## src/rtl/mld_pkg.sv

```systemverilog
package mld_pkg;

  localparam int unsigned ANGLE_BITS   = 16;
  localparam int unsigned QUARTER_BITS = ANGLE_BITS - 2;
  localparam int unsigned FRAC_BITS    = 14;
  localparam int unsigned SINE_BITS    = FRAC_BITS + 2;
  localparam int unsigned DYAW_BITS    = ANGLE_BITS + 1;

  localparam int unsigned ORIGIN_BITS  = 13;
  localparam int unsigned PITCH_BITS   = 15;
  localparam int unsigned SENS_BITS    = 16;
  localparam int unsigned CFG_IDX_BITS = 3;
  localparam int unsigned CFG_DAT_BITS = 16;

  localparam int unsigned TURN_QUARTER = 1 << QUARTER_BITS;
  localparam int unsigned PITCH_MARGIN = 104;

  localparam int unsigned POLY_Q      = 30;
  localparam int unsigned POLY_A_BITS = 31;
  localparam int unsigned POLY_B_BITS = 30;
  localparam int unsigned POLY_C_BITS = 27;
  localparam logic [POLY_A_BITS-1:0] POLY_A = 31'd1686629713;
  localparam logic [POLY_B_BITS-1:0] POLY_B = 30'd688904866;
  localparam logic [POLY_C_BITS-1:0] POLY_C = 27'd76016977;

  localparam int unsigned SINE_STAGES = 6;
  typedef logic [SINE_STAGES-1:0] sine_en_t;

  localparam logic [CFG_IDX_BITS-1:0] REG_ORIGIN_X    = 3'd0;
  localparam logic [CFG_IDX_BITS-1:0] REG_ORIGIN_Y    = 3'd1;
  localparam logic [CFG_IDX_BITS-1:0] REG_BASE_YAW    = 3'd2;
  localparam logic [CFG_IDX_BITS-1:0] REG_BASE_PITCH  = 3'd3;
  localparam logic [CFG_IDX_BITS-1:0] REG_SENSITIVITY = 3'd4;

  localparam logic [SENS_BITS-1:0] SENS_RESET = 16'd5215;

endpackage

```

## src/rtl/mld_sine.sv

```systemverilog
module mld_sine (
  input  logic                                  clk_i,
  input  mld_pkg::sine_en_t                     en_i,
  input  logic [mld_pkg::ANGLE_BITS-1:0]        angle_i,
  output logic signed [mld_pkg::SINE_BITS-1:0]  sine_o
);

  localparam int unsigned QW  = mld_pkg::QUARTER_BITS;
  localparam int unsigned Q   = mld_pkg::POLY_Q;
  localparam int unsigned XW  = Q + 1;
  localparam int unsigned AW  = mld_pkg::POLY_A_BITS;
  localparam int unsigned BW  = mld_pkg::POLY_B_BITS;
  localparam int unsigned CW  = mld_pkg::POLY_C_BITS;
  localparam int unsigned FB  = mld_pkg::FRAC_BITS;
  localparam int unsigned SW  = mld_pkg::SINE_BITS;
  localparam int unsigned M1W = XW + CW;
  localparam int unsigned M2W = XW + BW;
  localparam int unsigned M3W = XW + AW;
  localparam int unsigned YW  = M3W - Q;

  logic [QW:0]   u;
  logic [XW-1:0] x_d;
  logic [2*XW-1:0] sq;
  logic [M1W-1:0] m1_d;
  logic [BW-1:0]  t1;
  logic [M2W-1:0] m2_d;
  logic [AW-1:0]  t2;
  logic [M3W-1:0] m3_d;
  logic [YW-1:0]  y;
  logic [YW-1:0]  y_sum;
  logic [SW-1:0]  mag;
  logic signed [SW-1:0] sine_d;

  logic [XW-1:0]  x_a_q, x_b_q, x_c_q, x_d_q;
  logic [XW-1:0]  x2_b_q, x2_c_q;
  logic [M1W-1:0] m1_c_q;
  logic [M2W-1:0] m2_d_q;
  logic [M3W-1:0] m3_e_q;
  logic           neg_a_q, neg_b_q, neg_c_q, neg_d_q, neg_e_q;
  logic signed [SW-1:0] sine_q;

  // fold the angle into the first quadrant
  always_comb begin
    if (angle_i[QW]) begin
      u = (QW+1)'(1 << QW) - {1'b0, angle_i[QW-1:0]};
    end else begin
      u = {1'b0, angle_i[QW-1:0]};
    end
    x_d = XW'(u) << (Q - QW);
  end

  assign sq   = x_a_q * x_a_q;
  assign m1_d = x2_b_q * mld_pkg::POLY_C;
  assign t1   = mld_pkg::POLY_B - BW'(m1_c_q[M1W-1:Q]);
  assign m2_d = x2_c_q * t1;
  assign t2   = mld_pkg::POLY_A - AW'(m2_d_q[M2W-1:Q]);
  assign m3_d = x_d_q * t2;

  // clamp to one, round to the output grid, apply the half-turn sign
  always_comb begin
    y = m3_e_q[M3W-1:Q];
    if (y > YW'(1 << Q)) begin
      y = YW'(1 << Q);
    end
    y_sum  = y + YW'(1 << (Q - 1 - FB));
    mag    = SW'(y_sum >> (Q - FB));
    sine_d = neg_e_q ? -$signed(mag) : $signed(mag);
  end

  always_ff @(posedge clk_i) begin
    if (en_i[0]) begin
      x_a_q   <= x_d;
      neg_a_q <= angle_i[mld_pkg::ANGLE_BITS-1];
    end
    if (en_i[1]) begin
      x_b_q   <= x_a_q;
      x2_b_q  <= sq[Q +: XW];
      neg_b_q <= neg_a_q;
    end
    if (en_i[2]) begin
      x_c_q   <= x_b_q;
      x2_c_q  <= x2_b_q;
      m1_c_q  <= m1_d;
      neg_c_q <= neg_b_q;
    end
    if (en_i[3]) begin
      x_d_q   <= x_c_q;
      m2_d_q  <= m2_d;
      neg_d_q <= neg_c_q;
    end
    if (en_i[4]) begin
      m3_e_q  <= m3_d;
      neg_e_q <= neg_d_q;
    end
    if (en_i[5]) begin
      sine_q  <= sine_d;
    end
  end

  assign sine_o = sine_q;

endmodule

```

## config.mk

```make
export PLATFORM = sky130hd
export DESIGN_NAME = mld_sine
export DESIGN_NICKNAME = d
export VERILOG_FILES = /design/src/rtl/mld_pkg.sv /design/src/rtl/mld_sine.sv
export SDC_FILE = /design/constraint.sdc
export NUM_CORES = 2
export LEC_CHECK = 0
export BUFFER_PORTS_ARGS = -buffer_cell sky130_fd_sc_hd__buf_2
export CAP_MARGIN = 20
export CORE_MARGIN = 1.5
export CORE_UTILIZATION = 55
export DETAILED_ROUTE_END_ITERATION = 6
export PLACE_DENSITY = 0.72
export REMOVE_ABC_BUFFERS = 1
export SLEW_MARGIN = 30
export SYNTH_ARGS = -nofsm -noshare
export SYNTH_HDL_FRONTEND = slang
export SYNTH_SLANG_ARGS = --single-unit
```

## constraint.sdc

```tcl
create_clock -name clk_i -period 9.9 [get_ports clk_i]
set_clock_uncertainty 0.2 [all_clocks]
set_input_delay 1.98 -clock clk_i [delete_from_list [all_inputs] [get_ports clk_i]]
set_output_delay 1.98 -clock clk_i [all_outputs]
set_load 0.01 [all_outputs]
```

==> impl_metrics.py <==
metrics = {
    "outcome": {
        "outcome": "finished with violations",
        "violations": "negative setup slack",
    },
    "sta": {
        "fmax_ghz": 0.100,
        "maxSlewHeadroom_pct": 30.3,
        "fin_crit_ps": 9950,
        "timing.final.crit_share_pct": 101,
        "worst_slew_pin_slew_ps": 1050,
        "final-setup-viol-count": 1,
        "drv_slew": 0,
        "setup_ws_ps": -52.7,
        "hold_viol_final": 0,
        "rsz0062_at_grt": "true",
    },
    "clock_network": {
        "cts_tree": "done",
        "clk_latency_ps": 620,
        "clkTransAtPathRegs_ps": 60,
        "clock_path_buffers": 3,
        "clock_sinks": 226,
        "cts-root-buf": "clkbuf_16",
        "cts_hold_buf": 0,
        "cts_buffers": 28,
        "htree_levels": 1,
    },
    "synth": {
        "ys_seq_elements": 226,
        "synth-main-ff-cell": "edfxtp_1",
        "avgSynthCellArea_um2": 9.85,
        "synth_cell_type_count": 77,
        "synth_edf_count": 226,
        "yosysSeqAreaShare_pct": 9.95,
        "ys_async_sr_fraction_pct": 0,
        "yosysWarnings": 0,
        "synthCells": 6926,
        "syn-cell-area_mm2": 0.0682,
    },
    "setup_path": {
        "critPathCaptureType": "flop",
        "startpoint_type": "flop",
        "reg2reg_from": "m1_c_q[31]$_DFFE_PP_",
        "required_ps": 10010,
        "path_max_fanout": 8,
        "critPathBufInv": 8,
        "slowest_stage": "fa_1",
        "critPathKind": "flop to flop",
        "critical-path-top-delay-family": "adder cells",
        "startpoint": "m1_c_q[31]$_DFFE_PP_",
        "max_stage_delay_ps": 560,
        "arrival_ps": 10060,
        "crit_top_cell": "fa_1",
    },
    "flow_run": {
        "cap_violations": 0,
    },
    "floorplanning": {
        "die_height_um": 355,
        "dieArea_mm2": 0.126,
        "fp.dieW_um": 355,
        "initial_utilization_pct": 55.3,
        "rows": 129,
        "fp.coreArea_mm2": 0.123,
        "pin_count": 39,
    },
    "routing": {
        "dr.pass1.iters": 6,
        "viasPerCell": 5.35,
        "antenna_left": 0,
        "routedWlPerCell_um": 18.8,
        "vias": 46400,
        "drt_iter0_drc": 2658,
        "wl_um": 163000,
        "drc": 0,
    },
    "global_route": {
        "overflow": 0,
        "grt_max_degree": 55,
        "grt_pass1_vias": 51200,
        "grt_use_total_pct": 26.9,
        "antenna_found_initial": 6,
        "grt_pass1_wl_um": 269000,
    },
    "finish": {
        "nets": 9336,
        "final_cell_mix": "inv_1 (1772), fa_1 (1542), ha_1 (733), nand2_1 (720), and2_1 (716)",
        "multiInputGateArea_mm2": 0.0545,
        "layout_commonest_cell": "inv_1",
        "ff_latch_area_mm2": 0.00679,
        "area_growth_pct": 7.27,
        "nFillCells": 10400,
        "final_util_pct": 59.3,
        "drive_gt1_share_pct": 6.48,
    },
    "min_path": {
        "hp-class": "flop to flop",
        "min-delay-start": "x_b_q[23]$_DFFE_PP_",
    },
    "placed_design": {
        "gp_congestion": 0.924,
        "post-place-ws_ps": -448,
        "port_buffers": 38,
        "hpwl_um": 134000,
    },
}
[routing by layer]
metal / up-vias / wire [um] / GRT usage [%]
li1: 20600 / - / -
met1: 24000 / 67400 / 36.5
met2: 1455 / 80200 / 45.9
met3: 283 / 10700 / 3.15
met4: 0 / 4750 / 7.52
met5: - / 0 / 0
[sequential cells by signal, summed over array words and instances, names as in the netlist]
name and cells:
neg_e_q 1, m3_e_q 32, x2_c_q 27, neg_c_q 1, sine_o 16, x_b_q 15, neg_b_q 1, m2_d_q 31
neg_d_q 1, x_c_q 15, x_a_q 15, neg_a_q 1, m1_c_q 28, x_d_q 15, x2_b_q 27
[cell type report]
class	instances	area share [%]
Tap cell	1637	2.80
Sequential cell	226	9.28
Antenna cell	1	0.00342
Clock inverter	21	0.315
Timing Repair Buffer	281	3.01
Multi-Input combinational cell	4702	74.5
Inverter	1780	9.13
Clock buffer	30	0.968
[final timing paths]
| kind | endpoint | depth (start not counted) | slack (ps) |
|---|---|---|---|
| setup reg to reg | m2_d_q[60]$_DFFE_PP_ | 37 | -50 |
| setup / recovery | m2_d_q[60]$_DFFE_PP_ | 37 | -50 |
| hold / removal | x_c_q[23]$_DFFE_PP_ | 0 | 220 |
| hold reg to reg | x_c_q[23]$_DFFE_PP_ | 0 | 220 |
[through the flow]
step / setup TNS (ps) / instance area, um^2 / instances / hold slack, ps
final: -52.7 / 73200 / 8678 / 218
after global routing: -1090 / 73200 / 8678 / 218
after CTS: 0 / 72700 / 8663 / 217
after global placement: -1010 / 71600 / 8605 / 201
after detailed placement: -1710 / 71600 / 8610 / 205
after floorplan: -1020 / 67400 / 6708 / 200
[kinds of logic (layout without fill, tap and decap cells)]
group                      count (synthesis)  in the layout  share of synthesized area (%)
AOI/OAI and AO/OA                        373            373                           3.65
xor gates and xnor gates                 202            202                           2.62
muxes                                      2              2                         0.0330
other                                      2             35                         0.0110
DFF                                      226            226                           9.95
adders and majority gates               2294           2294                           59.2
buffers and inverters                   2030           2112                           11.2
and+or+nand+nor                         1797           1797                           13.3
[synth_stat cells, drive strengths merged, types with 4 or more instances]
master   number  area, um^2
inv        1780        6680
nand4        21         131
nand2b       41         257
a31o          5        43.8
or2           9        56.3
nor2        118         445
nor3         38         190
xor2         71         629
xnor2       131        1150
a21boi        5        37.5
or3          10        62.6
a221oi        6        76.3
a21oi       113         577
nand3        29         145
and2        721        4510
nand2       722        2710
a311oi        5        43.8
o21bai       15         113
nor2b        42         263
and3         19         119
o21ai        66         345
edfxtp      226        6790
nor4         11        68.8
o21a         24         180
and4          5        43.8
a2111oi       5        56.3
ha          740        9260
a21o         53         398
buf          10        62.6
o211a         4        40.0
a31oi        15        93.8
a22o          4        35.0
clkbuf      240         901
o31ai         9        72.6
fa         1554       31100
o211ai        7        52.6
a211oi       12        95.1
[timing repair]
item / in CTS / in global routing
pin swaps: 6 / 48
setup buffers: 2 / 10
endpoints found under the setup margin: 9 / 19
gates cloned: 0 / 1
resized for setup: 13 / 81
Power is not shown: default switching activity piles up to over one toggle a cycle in this logic, so the estimate is an artifact.
